## src/sv/disc_contact_force_accumulator_assert.svh

```systemverilog
// Assertion macros shared by the contact force accumulator RTL
`ifndef DISC_CONTACT_FORCE_ACCUMULATOR_ASSERT_SVH
`define DISC_CONTACT_FORCE_ACCUMULATOR_ASSERT_SVH
// same-cycle implication
`define DCF_ASSERT_NOW(label, ante, cons) \
   label: assert property (@(posedge clock) disable iff (reset) (ante) |-> (cons)) \
      else $error("dcf assertion failed");
// next-cycle implication
`define DCF_ASSERT_NEXT(label, ante, cons) \
   label: assert property (@(posedge clock) disable iff (reset) (ante) |=> (cons)) \
      else $error("dcf assertion failed");
`endif

```

## src/sv/dcf_pkg.sv

```systemverilog
// Package: types, constants and helpers of the contact force accumulator
`default_nettype none
package dcf_pkg;
   localparam logic [30:0] DIAM_RESET    = 31'd65536;
   localparam logic [30:0] STIFF_RESET   = 31'd655360000;
   localparam logic [30:0] DAMP_RESET    = 31'd3276800;
   localparam logic [31:0] GRAVITY_RESET = 32'd32768;

   localparam logic [7:0] CSR_DIAM    = 8'd0;
   localparam logic [7:0] CSR_STIFF   = 8'd1;
   localparam logic [7:0] CSR_DAMP    = 8'd2;
   localparam logic [7:0] CSR_GRAVITY = 8'd3;

   typedef enum logic [4:0] {
      ST_IDLE, ST_RANGE, ST_DSQ0, ST_DSQ1, ST_DCMP, ST_SQRT, ST_DIVX, ST_DIVY,
      ST_V0, ST_V1, ST_V2, ST_V3, ST_S0, ST_S1, ST_S2,
      ST_FX0, ST_FX1, ST_FX2, ST_FX3, ST_FX4, ST_FY, ST_DONE
   } state_type;

   function automatic logic signed [31:0] sat32(input logic signed [71:0] x);
      logic signed [71:0] hi;
      logic signed [71:0] lo;
      hi = 72'sh7FFFFFFF;
      lo = -72'sh80000000;
      if (x > hi) return 32'sh7FFFFFFF;
      if (x < lo) return 32'sh80000000;
      return x[31:0];
   endfunction
endpackage
`default_nettype wire

```

## src/sv/dcf_mul.sv

```systemverilog
// Shared signed multiplier with registered product
`default_nettype none
module dcf_mul import dcf_pkg::*; (
   input  wire logic               clock,
   input  wire logic signed [33:0] a,
   input  wire logic signed [33:0] b,
   output logic signed [67:0]      prod_ff
);
   logic signed [67:0] prod_in;
   assign prod_in = a * b;
   always_ff @(posedge clock) begin
      prod_ff <= prod_in;
   end
endmodule
`default_nettype wire

```

## config.mk

```make
export PLATFORM = sky130hd
export DESIGN_NAME = dcf_mul
export DESIGN_NICKNAME = d
export VERILOG_FILES = /design/src/sv/disc_contact_force_accumulator_assert.svh /design/src/sv/dcf_pkg.sv /design/src/sv/dcf_mul.sv
export SDC_FILE = /design/constraint.sdc
export NUM_CORES = 2
export LEC_CHECK = 0
export BUFFER_PORTS_ARGS = -buffer_cell sky130_fd_sc_hd__clkbuf_2
export CELL_PAD_IN_SITES_DETAIL_PLACEMENT = 0
export CELL_PAD_IN_SITES_GLOBAL_PLACEMENT = 1
export CORE_ASPECT_RATIO = 0.8
export CORE_MARGIN = 3
export CORE_UTILIZATION = 56
export CTS_BUF_LIST = sky130_fd_sc_hd__clkbuf_4 sky130_fd_sc_hd__clkbuf_8 sky130_fd_sc_hd__clkbuf_16
export DETAILED_ROUTE_END_ITERATION = 16
export GPL_TIMING_DRIVEN = 0
export PLACE_DENSITY = 0.95
export SLEW_MARGIN = 10
export SYNTH_ARGS = -nofsm -noshare
export SYNTH_HDL_FRONTEND = slang
export SYNTH_SLANG_ARGS = --single-unit
```

## constraint.sdc

```tcl
create_clock -name clock -period 26.9 [get_ports clock]
set_input_delay 5.38 -clock clock [delete_from_list [all_inputs] [get_ports clock]]
set_output_delay 5.38 -clock clock [all_outputs]
set_load 0.05 [all_outputs]
```

Yosys cells after proc, flatten, opt, wreduce, memory -nomap -nowiden
Index checks and enable logic that the tools add are counted.

word-level totals
  register bits after elaboration = 68
  output and inout bits = 68

cells by class
  multiply operators = 1

operators with widths
  operator                                        number
  34-bit by 34-bit multiplier with 68-bit output  1

Longest topological paths before layout
  depth after elaboration = 1
  gate-level depth with buffers = 31
  gate-level depth less buffers = 29

Worst setup path before layout
Ideal clock, no wire load.

  path kind = input to register
  start = input a[33]
  end = register prod_ff[61]
  setup time = 0.072 ns
  arrival time = 12.690 ns
  setup slack = 14.138 ns
  stages = 23
  path buffers = 2
  cells stage by stage = clkbuf_1 nand2_1 inv_1 fa_1 fa_1 fa_1 fa_1 fa_1 fa_1 fa_1 fa_1 ha_1 clkbuf_1 a21oi_1 o21bai_1 a21oi_1 o21ai_0 and2_1 o41a_1 o21ba_2 a21o_1 a21oi_2 xnor2_1

on the way
  word-level cells in the longest chain between the ends = 1

ends and longest elaborated chain
  item                                            RTL line       RTL
  from (decl)                                     dcf_mul.sv:5   input wire logic signed [33:0] a,
  34-bit by 34-bit multiplier with 68-bit output  dcf_mul.sv:10  assign prod_in = a * b;
  net prod_in[61]                                 dcf_mul.sv:9   logic signed [67:0] prod_in;
  to (signal assigned)                            dcf_mul.sv:12  prod_ff <= prod_in;
  to (decl)                                       dcf_mul.sv:7   output logic signed [67:0] prod_ff

The timed path passes the listed nets, and every way through them passes these cells.

Worst setup path in the final report
  start = input a[33]
  end = register prod_ff[67]

Same word-level chain as after synthesis.

==> results.json <==
{
  "start_kind": "primary input",
  "chipWidth_um": 316,
  "drive_gt1_frac": 0.0396,
  "synth_top_area_frac": 0.576,
  "drv_cap": 0,
  "die_y_um": 254,
  "outcome": "completed",
  "dr.first_iter.drc_count": 3616,
  "post_drt_via_cell_ratio": 5.70,
  "numPortBuffers": 130,
  "startpoint": "a[33]",
  "synth_cell_types": 73,
  "synth_area_um2": 43200,
  "tritoncts": "built",
  "drv_slew": 0,
  "grt_usage": 0.401,
  "yosys_warnings": 0,
  "multiInputGateArea_um2": 36300,
  "numCtsBuffers": 9,
  "rsz0062_at_grt": "no",
  "async_flop_share": 0,
  "drt-total-wl_mm": 154,
  "drc": 0,
  "worst-path-max-fanout": 17,
  "crit_arrival_ns": 14.98,
  "post_cts_resized": 0,
  "seq_area_frac_synth": 0.0315,
  "final_common_cell": "fa_1",
  "grt_pass1_wl_mm": 229,
  "netlist_top_cells_area": "fa_1 (58%), inv_1 (11%), and2_1 (9.1%)",
  "hold_path.class": "in -> reg",
  "area_delta_synth_final_pct": 5.11,
  "hpwl_mm": 132,
  "htree_levels": 3,
  "first_pass_iters": 8,
  "cp.depth": 27,
  "synth_seq_cells": 68,
  "syn_area_per_cell_um2": 9.43,
  "cp_num_buf_inv": 8,
  "die-area_um2": 80500,
  "hold_depth": 2,
  "grt_max_degree": 18,
  "synth_edf_count": 0,
  "cts_hold_buffers": 0,
  "end_kind": "flip-flop",
  "yosys.area.top_type": "fa_1",
  "largest_reg_flops": 68,
  "via_count": 32800,
  "clock_path_buffers": 2,
  "core_area_um2": 75900,
  "ys.flop_type": "dfxtp_1",
  "relSlewSlack": 0.124,
  "finalSetupTns_ns": 0,
  "crit_family": "adder cells",
  "register_area_um2": 1360,
  "num_io_pins": 137,
  "finalCritPeriodShare": 0.546,
  "mostFrequentLayoutCells": "fa_1 (1241), inv_1 (1235), and2_1 (625)",
  "top_regs": "prod_ff (68)",
  "cts.clk_slew.worst_paths_ns": 0.06,
  "finalHoldViolations": 0,
  "grt.overflow.total": 0,
  "post_drt_wl_per_cell_um": 26.9,
  "drtAntennaViolNets": 0,
  "postCtsSetupRepairBufs": 0,
  "critPathRequiredTime_ns": 27.19,
  "placementRows": 90,
  "hold_start": "a[0]",
  "nets": 6233,
  "synth_fp_nets": 6092,
  "initial_utilization": 0.569,
  "fmax_mhz": 68.1,
  "critPathKind": "in -> reg",
  "antenna_found_initial": 21,
  "critPathMaxStageDelay_ns": 1.25,
  "gp_congestion": 1.14,
  "registers.top_by_ff_count": "prod_ff",
  "grt_pass1_vias": 34300,
  "root_buffer": "clkbuf_16",
  "cp_slowest_cell": "fa_1",
  "num-fill-cells": 6598,
  "cpMostUsedCell": "fa_1",
  "setup_violations": 0,
  "finalCriticalPeriod_ns": 14.69,
  "worstMarginPinSlew_ns": 1.31,
  "clock-sinks": 68,
  "synthCells": 4578
}
-- final cells by class --
type,count,area share
flip-flops and latches,68,0.0300
multi-input cells,3043,0.799
diodes,8,0.000441
clock inverters,6,0.000910
inverters,1236,0.102
clock buffers,9,0.00496
plain buffers,231,0.0202
well taps,1012,0.0279
repair buffers,130,0.0143
-- synth_stat cells (8+ instances only) --
library cell,number
clkbuf_1,216
nand4_1,14
nor2_1,53
nand2b_1,14
inv_1,1235
a21o_1,37
and2_1,625
a21oi_1,54
xnor2_1,57
xor2_1,20
ha_1,204
fa_1,1241
o21bai_1,13
nand2_1,550
nor3_1,10
dfxtp_1,68
nand3_1,8
o21ai_0,27
o211ai_1,8
and3_1,9
-- worst paths after layout --
| check | end | slack [ns] |
|---|---|---|
| max | prod_ff[67]$_DFF_P_ | 12.21 |
| min | prod_ff[0]$_DFF_P_ | 5.56 |
-- routing by layer --
metal	GRT usage	share of wire	wire length, um
met2	0.515	0.38	58200
met5	0.00758	0.00078	120
met1	0.546	0.38	58200
met4	0.142	0.045	6870
met3	0.255	0.20	30800
-- kinds of logic after synthesis --
logic type | Yosys count | share of synthesized area
buffers and inverters | 1467 | 0.129
adder cells (fa/ha/maj) | 1445 | 0.635
AO/OA/AOI/OAI | 211 | 0.0341
AND/OR/NAND/NOR | 1310 | 0.155
flip-flops | 68 | 0.0315
XOR/XNOR | 77 | 0.0156
-- through the flow --
stage	utilization	cells	area, um2	hold slack, ns	setup WS (ns)
after floorplan	-	4578	43200	5.51	14.14
after global placement	0.594	5720	45100	5.88	12.11
after detailed placement	0.594	5720	45100	5.88	12.03
after CTS	0.597	5735	45300	5.51	12.37
after global routing	0.598	5739	45400	5.54	11.94
final	0.598	5743	45400	5.56	12.21
Power is not shown: default switching activity piles up to over one toggle a cycle in this logic, so the estimate is an artifact.
