<file path="src/sv/disc_contact_force_accumulator_assert.svh">
// Assertion macros shared by the contact force accumulator RTL
`ifndef DISC_CONTACT_FORCE_ACCUMULATOR_ASSERT_SVH
`define DISC_CONTACT_FORCE_ACCUMULATOR_ASSERT_SVH
// same-cycle implication
`define DCF_ASSERT_NOW(label, ante, cons) \
   label: assert property (@(posedge clock) disable iff (reset) (ante) |-> (cons)) \
      else $error("dcf assertion failed");
// next-cycle implication
`define DCF_ASSERT_NEXT(label, ante, cons) \
   label: assert property (@(posedge clock) disable iff (reset) (ante) |=> (cons)) \
      else $error("dcf assertion failed");
`endif

</file>
<file path="src/sv/dcf_pkg.sv">
// Package: types, constants and helpers of the contact force accumulator
`default_nettype none
package dcf_pkg;
   localparam logic [30:0] DIAM_RESET    = 31'd65536;
   localparam logic [30:0] STIFF_RESET   = 31'd655360000;
   localparam logic [30:0] DAMP_RESET    = 31'd3276800;
   localparam logic [31:0] GRAVITY_RESET = 32'd32768;

   localparam logic [7:0] CSR_DIAM    = 8'd0;
   localparam logic [7:0] CSR_STIFF   = 8'd1;
   localparam logic [7:0] CSR_DAMP    = 8'd2;
   localparam logic [7:0] CSR_GRAVITY = 8'd3;

   typedef enum logic [4:0] {
      ST_IDLE, ST_RANGE, ST_DSQ0, ST_DSQ1, ST_DCMP, ST_SQRT, ST_DIVX, ST_DIVY,
      ST_V0, ST_V1, ST_V2, ST_V3, ST_S0, ST_S1, ST_S2,
      ST_FX0, ST_FX1, ST_FX2, ST_FX3, ST_FX4, ST_FY, ST_DONE
   } state_type;

   function automatic logic signed [31:0] sat32(input logic signed [71:0] x);
      logic signed [71:0] hi;
      logic signed [71:0] lo;
      hi = 72'sh7FFFFFFF;
      lo = -72'sh80000000;
      if (x > hi) return 32'sh7FFFFFFF;
      if (x < lo) return 32'sh80000000;
      return x[31:0];
   endfunction
endpackage
`default_nettype wire

</file>
<file path="src/sv/dcf_sub.sv">
// Shared compare and subtract unit for the square root and division steps
`default_nettype none
module dcf_sub import dcf_pkg::*; (
   input  wire logic [63:0] a,
   input  wire logic [63:0] b,
   output logic             ge,
   output logic [63:0]      diff
);
   assign ge   = (a >= b);
   assign diff = a - b;
endmodule
`default_nettype wire

</file>
<file path="config.mk">
export PLATFORM = sky130hd
export DESIGN_NAME = dcf_sub
export DESIGN_NICKNAME = d
export VERILOG_FILES = /design/src/sv/disc_contact_force_accumulator_assert.svh /design/src/sv/dcf_pkg.sv /design/src/sv/dcf_sub.sv
export SDC_FILE = /design/constraint.sdc
export NUM_CORES = 1
export LEC_CHECK = 0
export BUFFER_PORTS_ARGS = -buffer_cell sky130_fd_sc_hd__buf_2
export CAP_MARGIN = 20
export CORE_UTILIZATION = 55
export DETAILED_ROUTE_END_ITERATION = 12
export GPL_TIMING_DRIVEN = 0
export MAX_ROUTING_LAYER = met4
export PLACE_DENSITY_LB_ADDON = 0.2
export SLEW_MARGIN = 20
export SYNTH_ARGS = -nofsm -noshare
export SYNTH_HDL_FRONTEND = slang
export SYNTH_SLANG_ARGS = --single-unit
export TNS_END_PERCENT = 50
</file>
<file path="constraint.sdc">
create_clock -name vclk -period 8.2
set_clock_uncertainty 0.2 [all_clocks]
set_input_delay 1.64 -clock vclk [all_inputs]
set_output_delay 1.64 -clock vclk [all_outputs]
set_load 0.02 [all_outputs]
</file>
* After elaboration in Yosys (flattened, before gate mapping)
Cells that the tools add are included.
** Operators by class
- $lt $le $gt $ge :: 1
- Add/sub/neg operators :: 1
** Operators with widths (number)
- 64-bit greater-or-equal comparator :: 1
- 64-bit subtractor :: 1
** Word-level totals
- Input port bits :: 128
- Logic and storage cells :: 2
- Register bits :: 0

* Depth between registers and ports, before layout
Gate-level depths: netlist of run 1.
- Depth in word-level cells :: 1
- Mapped depth :: 11
- Depth with buffers taken out :: 11

* Least setup slack after synthesis of run 1
No wires, ideal clock.
- Kind :: in2out
- Start point :: input a[0]
- End point :: output diff[50]
- Cell stages on the path :: 10
- Path slack :: 2.139 ns
- Required time :: 6.360 ns
- Buffers on the path :: 0
- Data arrival time :: 4.221 ns
- Path through :: inv_1 ha_1 fa_1 nor2b_1 o2111ai_1 a21oi_1 o21bai_1 a2111oi_4 o21ai_1 a311oi_1
** Between the ends
- Word-level cells in the longest chain between the ends :: 1
** RTL lines
- start, declared :: line dcf_sub.sv:4 : input wire logic [63:0] a,
- 64-bit subtractor :: line dcf_sub.sv:10 : assign diff = a - b;
- end, declared :: line dcf_sub.sv:7 : output logic [63:0] diff
No other way between the ends.

* Worst setup path after layout of run 1
- Start point :: input a[0]
- End point :: output diff[62]
Same word-level chain as after synthesis.

==> results of run 1 <==
-- cell families (layout without fill, tap and decap cells) --
family,count (synthesis),count (layout)
AO/OA/AOI/OAI,251,251
buffers and inverters,110,303
AND/OR/NAND/NOR,199,199
XOR/XNOR,56,56
adder cells (fa/ha/maj),65,65
multiplexers,1,1
-- cells in the mapped netlist (all sizes together), types with 5 or more instances --
cell type / n
inv: 80
and3: 5
xnor2: 33
nand4: 19
nand3: 17
ha: 64
nand2: 63
a31oi: 13
a21o: 51
nor2: 48
xor2: 23
a21oi: 72
o21bai: 8
and2: 6
clkbuf: 27
o21a: 11
nor3: 18
a211oi: 10
or3: 5
o21ai: 51
-- final timing paths --
check                 slack (ns)        to  cells past startpoint  start
worst min-delay path        3.48   diff[0]                      4   b[0]
worst max-delay path        1.50  diff[62]                     13   a[0]
-- worst max-delay path, cell delays in order --
cell and delay [ns]:
sky130_fd_sc_hd__buf_2 0.07, sky130_fd_sc_hd__inv_1 0.04, sky130_fd_sc_hd__ha_1 0.22, sky130_fd_sc_hd__fa_1 0.42
sky130_fd_sc_hd__nor2b_1 0.24, sky130_fd_sc_hd__o2111ai_1 0.18, sky130_fd_sc_hd__a21oi_1 0.34, sky130_fd_sc_hd__o21bai_1 0.22
sky130_fd_sc_hd__a2111oi_4 0.58, sky130_fd_sc_hd__o211ai_1 0.24, sky130_fd_sc_hd__a21oi_1 0.27, sky130_fd_sc_hd__mux2i_1 0.23
sky130_fd_sc_hd__buf_2 0.19
-- power by group --
group / internal (mW) / switching, mW / total (mW) / leakage, nW
Combinational: 0.207 / 0.348 / 0.555 / 2.97
Clock: 0 / 0 / 0 / 0
Sequential: 0 / 0 / 0 / 0
-- per-layer routing --
| layer | vias to the layer above | routed length (um) | global-route usage [%] |
|---|---|---|---|
| li1 | 2843 | - | - |
| met1 | 2637 | 6100 | 41.6 |
| met2 | 316 | 6840 | 59.0 |
| met3 | 24 | 1180 | 1.60 |
| met4 | 0 | 229 | 6.45 |
| met5 | - | 0 | - |
-- through the flow --
stage	instance area, sq um	power, mW
4_1_cts	5420	0.549
2_1_floorplan	4330	0.380
3_3_place_gp	5420	0.535
6_report	5420	0.555
3_5_place_dp	5420	0.546
5_1_grt	5420	0.600
-- layout make-up --
class	count	area, sq um
multi-input cells	572	3910
plain buffers	30	116
repair buffers	193	966
well taps	99	124
fillers	692	1990
inverters	80	300
==> flow_summary.html, run 1 <==
<table>
<tr><th>Metric</th><th>Value</th></tr>
<tr><th colspan="2">Routing</th></tr>
<tr><td>Count of TritonRoute iterations in the first routing pass</td><td>5</td></tr>
<tr><td>Remaining routing DRC violations</td><td>0</td></tr>
<tr><td>Mean number of vias per cell</td><td>5.98</td></tr>
<tr><td>Post-route ant nets</td><td>0</td></tr>
<tr><td>Routed len/inst</td><td>14.7 um</td></tr>
<tr><td>Overall via count from detail_route</td><td>about 5800</td></tr>
<tr><td>Detailed Route Iter0 Violations</td><td>304</td></tr>
<tr><td>Aggregate routed wire length</td><td>14.3 mm</td></tr>
<tr><th colspan="2">STA</th></tr>
<tr><td>Post-route minimum period</td><td>around 6.7 ns</td></tr>
<tr><td>Number of hold violations in the final report</td><td>0</td></tr>
<tr><td>Share of the clock period used by the worst path</td><td>roughly four fifths</td></tr>
<tr><td>Total Neg Setup Slack</td><td>0 ns</td></tr>
<tr><td>Slew Limit Headroom</td><td>between 50% and 60%</td></tr>
<tr><td>Setup Viol. Count Final</td><td>0</td></tr>
<tr><td>Maximum clock rate</td><td>149 MHz</td></tr>
<tr><td>Setup slack after layout</td><td>around 1.5 ns</td></tr>
<tr><td>Setup repair after global routing missed its margin</td><td>no</td></tr>
<tr><td>Worst Tran Pin Value</td><td>0.641 ns</td></tr>
<tr><td>Final hold slack</td><td>roughly 3.5 ns</td></tr>
<tr><td>Final count of pins violating max slew</td><td>0</td></tr>
<tr><th colspan="2">Logic synthesis</th></tr>
<tr><td>Dominant cell type by area after synthesis</td><td>sky130_fd_sc_hd__ha_1</td></tr>
<tr><td>Portion of the post-synthesis area used by sequential elements</td><td>0%</td></tr>
<tr><td>Synth unique cells</td><td>57</td></tr>
<tr><td>Adder and majority gate portion of the synthesized area</td><td>19.0%</td></tr>
<tr><td>Share of cell area taken by muxes after synthesis</td><td>0.231%</td></tr>
<tr><td>Post-Synthesis Net Count</td><td>875</td></tr>
<tr><td>Largest cells by area after synthesis</td><td>sky130_fd_sc_hd__ha_1, sky130_fd_sc_hd__a21o_1, sky130_fd_sc_hd__a21oi_1</td></tr>
<tr><td>Area of the mapped netlist</td><td>0.00433 sq mm</td></tr>
<tr><td>Share of the synthesized area in compound gates (AO/OA/AOI/OAI)</td><td>a little under two fifths</td></tr>
<tr><td>Dominant combinational cell family by area after synthesis</td><td>compound AO/OA/AOI/OAI gates</td></tr>
<tr><td>Mean instance size in the synthesized netlist</td><td>~6.3 sq um</td></tr>
<tr><td>Synthesized-area fraction occupied by xor and xnor cells</td><td>11.3%</td></tr>
<tr><td>Simple-gate portion of the synthesized area</td><td>21.8%</td></tr>
<tr><td>Gate Count Post-Synth</td><td>682</td></tr>
<tr><td>Fraction of synthesized cell area taken by the top area cell type</td><td>18.5%</td></tr>
<tr><td>Total of warnings raised by yosys</td><td>0</td></tr>
<tr><th colspan="2">Global routing</th></tr>
<tr><td>Number of global-route vias before repair</td><td>around 5200</td></tr>
<tr><td>Initial antenna violation count</td><td>0</td></tr>
<tr><td>Largest net degree at the start of global routing</td><td>11</td></tr>
<tr><td>Wire length of the first global-routing pass</td><td>22.9 mm</td></tr>
<tr><td>Overall Global Routing Usage</td><td>between 30% and 40%</td></tr>
<tr><td>Total global routing overflow</td><td>0</td></tr>
<tr><th colspan="2">Placed design</th></tr>
<tr><td>Cell Count Post-Placement</td><td>974</td></tr>
<tr><td>Worst setup timing slack at the placement stage</td><td>1.55 ns</td></tr>
<tr><td>Final weighted congestion in routability-driven placement</td><td>0.957</td></tr>
<tr><td>Placed wire-length estimate after detailed placement</td><td>roughly 12 mm</td></tr>
<tr><td>Port Buf Inserts</td><td>approximately 190</td></tr>
<tr><th colspan="2">Finish</th></tr>
<tr><td>Layout cell share with drive strength beyond 1</td><td>24.1%</td></tr>
<tr><td>Synth-to-Final Area Change</td><td>25.2%</td></tr>
<tr><td>Count of placed standard cells in the final layout, fillers left out</td><td>974</td></tr>
<tr><td>Layout net count</td><td>roughly 1100</td></tr>
<tr><td>Number of antenna diodes</td><td>0</td></tr>
<tr><td>Number of sequential storage elements</td><td>0</td></tr>
<tr><td>Fin util</td><td>73.1%</td></tr>
<tr><td>Layout clock buffer count</td><td>0</td></tr>
<tr><td>Commonest non-fill, non-tap cells in the layout</td><td>sky130_fd_sc_hd__buf_2, sky130_fd_sc_hd__inv_1, sky130_fd_sc_hd__a21oi_1, sky130_fd_sc_hd__ha_1, sky130_fd_sc_hd__nand2_1</td></tr>
<tr><td>Most common cell after layout, fill and taps aside</td><td>sky130_fd_sc_hd__buf_2</td></tr>
<tr><td>Register area</td><td>0 sq um</td></tr>
<tr><th colspan="2">Job</th></tr>
<tr><td>Number of maximum-capacitance constraint violations</td><td>0</td></tr>
<tr><th colspan="2">Floorplan</th></tr>
<tr><td>Number of placement rows</td><td>31</td></tr>
<tr><td>Overall die width</td><td>90.7 um</td></tr>
<tr><td>Die area</td><td>0.00823 sq mm</td></tr>
<tr><td>Die height</td><td>90.7 um</td></tr>
<tr><td>Number of primary I/O pins</td><td>193</td></tr>
<tr><td>Floorplan Core Area</td><td>0.00741 sq mm</td></tr>
<tr><td>Initial core utilization</td><td>58.4%</td></tr>
<tr><th colspan="2">Clock tree</th></tr>
<tr><td>Post-cts gate resize count</td><td>0</td></tr>
<tr><td>Setup repair bufs after CTS</td><td>0</td></tr>
<tr><td>Count of hold-fix buffers inserted at cts</td><td>0</td></tr>
<tr><th colspan="2">Pwr</th></tr>
<tr><td>Power per cell area</td><td>between 100 and 150 mW/mm^2</td></tr>
<tr><td>Highest ir drop seen on vdd</td><td>0.0748 mV</td></tr>
<tr><td>Reported leakage power</td><td>2.97 nW</td></tr>
<tr><th colspan="2">Setup path</th></tr>
<tr><td>Arrival time of data at the critical path endpoint</td><td>4.86 ns</td></tr>
<tr><td>Path type of the worst setup path</td><td>input pin to output port</td></tr>
<tr><td>Kind of capture point of the worst setup path</td><td>output port</td></tr>
<tr><td>Critical Path Fanout Max</td><td>5</td></tr>
<tr><td>Sort of element at the start of the critical path</td><td>input pin</td></tr>
<tr><td>Data required time at the worst endpoint</td><td>6.36 ns</td></tr>
<tr><th colspan="2">Outcome</th></tr>
<tr><td>Result of the run</td><td>finished clean</td></tr>
<tr><th colspan="2">Min path</th></tr>
<tr><td>Hold Path Class</td><td>input pin to output port</td></tr>
</table>
No activity file was read; power rests on OpenSTA's default activity.
==> run 2: changes to the inputs <==
- CORE_UTILIZATION: 55 -> 46
- clock period: 8.2 -> 5.75 ns (I/O delays scaled with it)
==> flow_summary.html, run 2 (synthesis gave the netlist of run 1 again) <==
<table>
<tr><th>Metric</th><th>Value</th></tr>
<tr><th colspan="2">STA</th></tr>
<tr><td>Share of the clock period used by the worst path</td><td>97.3%</td></tr>
<tr><td>Final hold slack</td><td>around 2.5 ns</td></tr>
<tr><td>Setup Viol. Count Final</td><td>0</td></tr>
<tr><td>Post-route minimum period</td><td>about 5.6 ns</td></tr>
<tr><td>Maximum clock rate</td><td>about 180 MHz</td></tr>
<tr><td>Worst Tran Pin Value</td><td>0.569 ns</td></tr>
<tr><td>Number of hold violations in the final report</td><td>0</td></tr>
<tr><td>Final count of pins violating max slew</td><td>0</td></tr>
<tr><td>Slew Limit Headroom</td><td>roughly three fifths</td></tr>
<tr><th colspan="2">Finish</th></tr>
<tr><td>Count of placed standard cells in the final layout, fillers left out</td><td>988</td></tr>
<tr><td>Number of sequential storage elements</td><td>0</td></tr>
<tr><td>Number of inserted filler cells in the final layout</td><td>937</td></tr>
<tr><td>Most common cell after layout, fill and taps aside</td><td>sky130_fd_sc_hd__buf_2</td></tr>
<tr><td>Layout clock buffer count</td><td>0</td></tr>
<tr><td>Fin util</td><td>59.2%</td></tr>
<tr><td>Layout cell share with drive strength beyond 1</td><td>24.3%</td></tr>
<tr><td>Number of antenna diodes</td><td>0</td></tr>
<tr><td>Register area</td><td>0 sq um</td></tr>
<tr><td>Synth-to-Final Area Change</td><td>25.9%</td></tr>
<tr><td>Commonest non-fill, non-tap cells in the layout</td><td>sky130_fd_sc_hd__buf_2, sky130_fd_sc_hd__inv_1, sky130_fd_sc_hd__a21oi_1, sky130_fd_sc_hd__ha_1, sky130_fd_sc_hd__nand2_1</td></tr>
<tr><td>Post-Layout Inst Area</td><td>around 0.0054 sq mm</td></tr>
<tr><td>Layout net count</td><td>1072</td></tr>
<tr><th colspan="2">Global routing</th></tr>
<tr><td>Largest net degree at the start of global routing</td><td>11</td></tr>
<tr><td>Initial antenna violation count</td><td>0</td></tr>
<tr><td>Number of global-route vias before repair</td><td>4977</td></tr>
<tr><td>Overall Global Routing Usage</td><td>27.0%</td></tr>
<tr><td>Wire length of the first global-routing pass</td><td>21.9 mm</td></tr>
<tr><td>Total global routing overflow</td><td>0</td></tr>
<tr><th colspan="2">Placed design</th></tr>
<tr><td>DP Area</td><td>0.00543 sq mm</td></tr>
<tr><td>Final weighted congestion in routability-driven placement</td><td>0.944</td></tr>
<tr><td>Port Buf Inserts</td><td>193</td></tr>
<tr><td>Cell Count Post-Placement</td><td>986</td></tr>
<tr><td>Placed wire-length estimate after detailed placement</td><td>around 12 mm</td></tr>
<tr><th colspan="2">Pwr</th></tr>
<tr><td>Power per cell area</td><td>between 100 and 150 mW/mm^2</td></tr>
<tr><td>Highest ir drop seen on vdd</td><td>0.0722 mV</td></tr>
<tr><td>Reported leakage power</td><td>2.98 nW</td></tr>
<tr><td>Tot Pwr</td><td>0.782 mW</td></tr>
<tr><th colspan="2">Floorplan</th></tr>
<tr><td>Die height</td><td>99.0 um</td></tr>
<tr><td>Number of primary I/O pins</td><td>between 150 and 200</td></tr>
<tr><td>Number of placement rows</td><td>35</td></tr>
<tr><td>Floorplan Core Area</td><td>0.00920 sq mm</td></tr>
<tr><td>Overall die width</td><td>99.0 um</td></tr>
<tr><td>Initial core utilization</td><td>47.0%</td></tr>
<tr><td>Die area</td><td>slightly below 0.01 sq mm</td></tr>
<tr><th colspan="2">Routing</th></tr>
<tr><td>Remaining routing DRC violations</td><td>0</td></tr>
<tr><td>Routed len/inst</td><td>13.8 um</td></tr>
<tr><td>Post-route ant nets</td><td>0</td></tr>
<tr><td>Mean number of vias per cell</td><td>around 5.7</td></tr>
<tr><td>Detailed Route Iter0 Violations</td><td>213</td></tr>
<tr><td>Count of TritonRoute iterations in the first routing pass</td><td>5</td></tr>
<tr><td>Overall via count from detail_route</td><td>roughly 5600</td></tr>
<tr><td>Aggregate routed wire length</td><td>about 14 mm</td></tr>
<tr><th colspan="2">Job</th></tr>
<tr><td>Number of maximum-capacitance constraint violations</td><td>0</td></tr>
<tr><th colspan="2">Min path</th></tr>
<tr><td>Start point of the worst min-delay path</td><td>b[0]</td></tr>
<tr><td>Hold Path Class</td><td>input pin to output port</td></tr>
<tr><td>Hold Path Stages</td><td>4</td></tr>
<tr><td>Worst Hold Endpoint</td><td>diff[0]</td></tr>
<tr><th colspan="2">Setup path</th></tr>
<tr><td>Data required time at the worst endpoint</td><td>4.40 ns</td></tr>
<tr><td>Kind of capture point of the worst setup path</td><td>output port</td></tr>
<tr><td>Arrival time of data at the critical path endpoint</td><td>around 4.2 ns</td></tr>
<tr><td>Critical Path Fanout Max</td><td>4</td></tr>
<tr><td>Sort of element at the start of the critical path</td><td>input pin</td></tr>
<tr><td>Path type of the worst setup path</td><td>input pin to output port</td></tr>
<tr><th colspan="2">Clock tree</th></tr>
<tr><td>Setup repair bufs after CTS</td><td>0</td></tr>
<tr><td>Count of hold-fix buffers inserted at cts</td><td>0</td></tr>
<tr><td>Post-cts gate resize count</td><td>0</td></tr>
<tr><th colspan="2">Outcome</th></tr>
<tr><td>Result of the run</td><td>finished clean</td></tr>
</table>
[run 2: cell count changes in the layout (fill, tap and decap cells not counted)]
cell                    previous run  this run
sky130_fd_sc_hd__buf_4             0         2
[run 2: worst max-delay path: stages]
cell and delay (ns):
sky130_fd_sc_hd__buf_2 0.07, sky130_fd_sc_hd__inv_1 0.05, sky130_fd_sc_hd__ha_1 0.24, sky130_fd_sc_hd__fa_1 0.41, sky130_fd_sc_hd__nor2b_1 0.18, sky130_fd_sc_hd__o2111ai_1 0.14, sky130_fd_sc_hd__a21oi_1 0.34, sky130_fd_sc_hd__o21bai_1 0.20
sky130_fd_sc_hd__a2111oi_4 0.46, sky130_fd_sc_hd__o211ai_1 0.27, sky130_fd_sc_hd__a21oi_1 0.32, sky130_fd_sc_hd__mux2i_1 0.23, sky130_fd_sc_hd__buf_2 0.18
[run 2: cell type report]
class | instances | area, sq um | area share [%]
multi-input cells | 572 | 3910 | 71.8
plain buffers | 30 | 116 | 2.14
repair buffers | 195 | 981 | 18.0
well taps | 111 | 139 | 2.55
inverters | 80 | 300 | 5.51
[run 2: how the worst max path moves through the flow]
stage | from | endpoint | slack [ns] | depth (start not counted)
6_report | a[0] | diff[62] | 0.16 | 13
5_1_grt | a[0] | diff[62] | -0.02 | 13
4_1_cts | a[0] | diff[62] | 0.14 | 13
3_5_place_dp | a[0] | diff[62] | 0.16 | 13
3_3_place_gp | a[0] | diff[62] | 0.20 | 13
2_1_floorplan | a[0] | diff[50] | 0.67 | 10
[run 2: through the flow]
| stage | setup WS (ns) | TNS, ns |
|---|---|---|
| finish | 0.156 | 0 |
| global route | -0.0181 | -0.0181 |
| CTS | 0.144 | 0 |
| detailed placement | 0.163 | 0 |
| global placement | 0.196 | 0 |
| floorplan | 0.669 | 0 |
[run 2: where the power goes]
group / leakage (nW) / switching (mW) / internal, mW
clock network: 0 / 0 / 0
logic: 2.98 / 0.487 / 0.295
registers: 0 / 0 / 0
[run 2: layer usage]
layer / track usage, % / wire, um / share of wire, % / up-vias
li1: - / - / - / 2842
met1: 33.9 / 6170 / 45 / 2538
met2: 48.1 / 6550 / 48 / 210
met3: 0.922 / 658 / 4.8 / 22
met4: 5.51 / 257 / 1.9 / 0
met5: - / 0 / 0 / -
==> run 3: changes to the inputs <==
- ABC_AREA: not set -> 1
- CORE_UTILIZATION: 46 -> 50
==> flow_summary.html, run 3 <==
<table>
<tr><th>Metric</th><th>Value</th></tr>
<tr><th colspan="2">Routing</th></tr>
<tr><td>Count of TritonRoute iterations in the first routing pass</td><td>5</td></tr>
<tr><td>Mean number of vias per cell</td><td>4.68</td></tr>
<tr><td>Aggregate routed wire length</td><td>approximately 21 mm</td></tr>
<tr><td>Remaining routing DRC violations</td><td>0</td></tr>
<tr><td>Overall via count from detail_route</td><td>8086</td></tr>
<tr><td>Detailed Route Iter0 Violations</td><td>approximately 560</td></tr>
<tr><td>Routed len/inst</td><td>11.9 um</td></tr>
<tr><td>Post-route ant nets</td><td>0</td></tr>
<tr><th colspan="2">Placed design</th></tr>
<tr><td>DP Area</td><td>0.00738 sq mm</td></tr>
<tr><td>Final weighted congestion in routability-driven placement</td><td>approximately 1.0</td></tr>
<tr><td>Placed wire-length estimate after detailed placement</td><td>~19 mm</td></tr>
<tr><td>Worst setup timing slack at the placement stage</td><td>1.21 ns</td></tr>
<tr><td>Port Buf Inserts</td><td>193</td></tr>
<tr><th colspan="2">Logic synthesis</th></tr>
<tr><td>Mean instance size in the synthesized netlist</td><td>4.54 sq um</td></tr>
<tr><td>Post-Synthesis Net Count</td><td>1559</td></tr>
<tr><td>Fraction of synthesized cell area taken by the top area cell type</td><td>36.8%</td></tr>
<tr><td>Portion of the post-synthesis area used by sequential elements</td><td>0%</td></tr>
<tr><td>Gate Count Post-Synth</td><td>1366</td></tr>
<tr><td>Dominant cell type by area after synthesis</td><td>sky130_fd_sc_hd__nand2_1</td></tr>
<tr><td>Total of warnings raised by yosys</td><td>0</td></tr>
<tr><td>Area of the mapped netlist</td><td>0.00621 sq mm</td></tr>
<tr><td>Synth cell count leaders</td><td>sky130_fd_sc_hd__nand2_1, sky130_fd_sc_hd__inv_1, sky130_fd_sc_hd__nor2_1, sky130_fd_sc_hd__ha_1, sky130_fd_sc_hd__nand3_1</td></tr>
<tr><td>Synth unique cells</td><td>24</td></tr>
<tr><td>Largest cells by area after synthesis</td><td>sky130_fd_sc_hd__nand2_1, sky130_fd_sc_hd__inv_1, sky130_fd_sc_hd__ha_1</td></tr>
<tr><td>Most frequent cell after synthesis</td><td>sky130_fd_sc_hd__nand2_1</td></tr>
<tr><th colspan="2">Floorplan</th></tr>
<tr><td>Number of primary I/O pins</td><td>193</td></tr>
<tr><td>Die area</td><td>0.0129 sq mm</td></tr>
<tr><td>Number of placement rows</td><td>40</td></tr>
<tr><td>Floorplan Core Area</td><td>roughly 0.012 sq mm</td></tr>
<tr><td>Overall die width</td><td>113 um</td></tr>
<tr><td>Die height</td><td>113 um</td></tr>
<tr><td>Initial core utilization</td><td>between 50% and 60%</td></tr>
<tr><th colspan="2">Global routing</th></tr>
<tr><td>Total global routing overflow</td><td>0</td></tr>
<tr><td>Wire length of the first global-routing pass</td><td>about 33 mm</td></tr>
<tr><td>Initial antenna violation count</td><td>0</td></tr>
<tr><td>Largest net degree at the start of global routing</td><td>8</td></tr>
<tr><td>Number of global-route vias before repair</td><td>7028</td></tr>
<tr><td>Overall Global Routing Usage</td><td>32.7%</td></tr>
<tr><th colspan="2">Setup path</th></tr>
<tr><td>Path type of the worst setup path</td><td>input pin to output port</td></tr>
<tr><td>Kind of capture point of the worst setup path</td><td>output port</td></tr>
<tr><td>Critical Path Fanout Max</td><td>4</td></tr>
<tr><td>Sort of element at the start of the critical path</td><td>input pin</td></tr>
<tr><td>Data required time at the worst endpoint</td><td>between 4 and 5 ns</td></tr>
<tr><td>Arrival time of data at the critical path endpoint</td><td>around 3.3 ns</td></tr>
<tr><td>CP startpoint</td><td>b[7]</td></tr>
<tr><th colspan="2">STA</th></tr>
<tr><td>Share of the clock period used by the worst path</td><td>80.1%</td></tr>
<tr><td>Number of hold violations in the final report</td><td>0</td></tr>
<tr><td>Post-route minimum period</td><td>approximately 4.6 ns</td></tr>
<tr><td>Setup Viol. Count Final</td><td>0</td></tr>
<tr><td>Slew Limit Headroom</td><td>a little over two thirds</td></tr>
<tr><td>Maximum clock rate</td><td>about 220 MHz</td></tr>
<tr><td>Setup slack after layout</td><td>approximately 1.1 ns</td></tr>
<tr><td>Worst Tran Pin Value</td><td>roughly 0.45 ns</td></tr>
<tr><td>Final count of pins violating max slew</td><td>0</td></tr>
<tr><td>Setup repair after global routing missed its margin</td><td>no</td></tr>
<tr><td>Total Neg Setup Slack</td><td>0 ns</td></tr>
<tr><th colspan="2">Pwr</th></tr>
<tr><td>Power per cell area</td><td>between 100 and 150 mW/mm^2</td></tr>
<tr><td>Reported leakage power</td><td>5.39 nW</td></tr>
<tr><td>Tot Pwr</td><td>0.870 mW</td></tr>
<tr><td>Highest ir drop seen on vdd</td><td>around 0.063 mV</td></tr>
<tr><th colspan="2">Clock tree</th></tr>
<tr><td>Post-cts gate resize count</td><td>0</td></tr>
<tr><td>Setup repair bufs after CTS</td><td>0</td></tr>
<tr><td>Count of hold-fix buffers inserted at cts</td><td>0</td></tr>
<tr><th colspan="2">Finish</th></tr>
<tr><td>Layout clock buffer count</td><td>0</td></tr>
<tr><td>Number of antenna diodes</td><td>0</td></tr>
<tr><td>Layout cell share with drive strength beyond 1</td><td>between 10% and 20%</td></tr>
<tr><td>Register area</td><td>0 sq um</td></tr>
<tr><td>Synth-to-Final Area Change</td><td>19.0%</td></tr>
<tr><td>Number of sequential storage elements</td><td>0</td></tr>
<tr><td>Commonest non-fill, non-tap cells in the layout</td><td>sky130_fd_sc_hd__nand2_1, sky130_fd_sc_hd__inv_1, sky130_fd_sc_hd__buf_2, sky130_fd_sc_hd__nor2_1, sky130_fd_sc_hd__ha_1</td></tr>
<tr><td>Layout net count</td><td>1754</td></tr>
<tr><td>Post-Layout Inst Area</td><td>0.00738 sq mm</td></tr>
<tr><td>Most common cell after layout, fill and taps aside</td><td>sky130_fd_sc_hd__nand2_1</td></tr>
<tr><th colspan="2">Min path</th></tr>
<tr><td>Start point of the worst min-delay path</td><td>b[0]</td></tr>
<tr><td>Hold Path Class</td><td>input pin to output port</td></tr>
<tr><th colspan="2">Job</th></tr>
<tr><td>Number of maximum-capacitance constraint violations</td><td>0</td></tr>
<tr><th colspan="2">Outcome</th></tr>
<tr><td>Result of the run</td><td>finished clean</td></tr>
</table>
==> run 3: through the flow <==
| stage | std cells | util (%) | hold slack [ns] |
|---|---|---|---|
| after global placement | 1727 | 61.2 | 2.49 |
| after detailed placement | 1727 | 61.2 | 2.49 |
| after global routing | 1727 | 61.2 | 2.53 |
| after CTS | 1727 | 61.2 | 2.49 |
| final | 1727 | 61.2 | 2.49 |
| after floorplan | 1366 | - | 2.30 |
==> run 3: cells by family after synthesis <==
kind of cell               synth area share, %
buffers and inverters                     23.8
and+or+nand+nor                           54.3
AOI/OAI and AO/OA                         4.31
adders and majority gates                 13.2
xor gates and xnor gates                  4.37
==> run 3: layer usage <==
layer  vias up  global-route usage (%)  share of wire (%)
met5         -                       -                  0
met4         0                    3.42                1.2
met3        20                    1.38                5.6
met2       218                    52.4                 42
met1      3498                    47.0                 51
li1       4350                       -                  -
==> run 3: critical path: stages <==
cell and delay, ns:
sky130_fd_sc_hd__buf_2 0.08, sky130_fd_sc_hd__inv_1 0.04, sky130_fd_sc_hd__ha_1 0.35, sky130_fd_sc_hd__nand2_1 0.14, sky130_fd_sc_hd__nor2_1 0.38, sky130_fd_sc_hd__nand3_1 0.13
sky130_fd_sc_hd__nand3_1 0.23, sky130_fd_sc_hd__nand3_1 0.11, sky130_fd_sc_hd__nand2_1 0.23, sky130_fd_sc_hd__nand2_1 0.10, sky130_fd_sc_hd__nand2_1 0.07, sky130_fd_sc_hd__nand2_1 0.04
sky130_fd_sc_hd__nand2_1 0.04, sky130_fd_sc_hd__buf_2 0.16
==> run 3: final timing paths <==
path | end | slack (ns) | depth (start not counted)
max | diff[41] | 1.15 | 14
min | diff[0] | 2.49 | 4
==> run 3: where the power goes <==
group | switching [mW] | leakage [nW] | internal (mW)
Combinational | 0.581 | 5.39 | 0.289
Sequential | 0 | 0 | 0
Clock | 0 | 0 | 0
Total | 0.581 | 5.39 | 0.289
==> run 3: area by class of cell <==
type	count	area [sq um]
Tap cell	168	210
Fill cell	1365	4680
Timing Repair Buffer	193	966
Buffer	2	18.8
Multi-Input combinational cell	975	4730
Inverter	389	1460
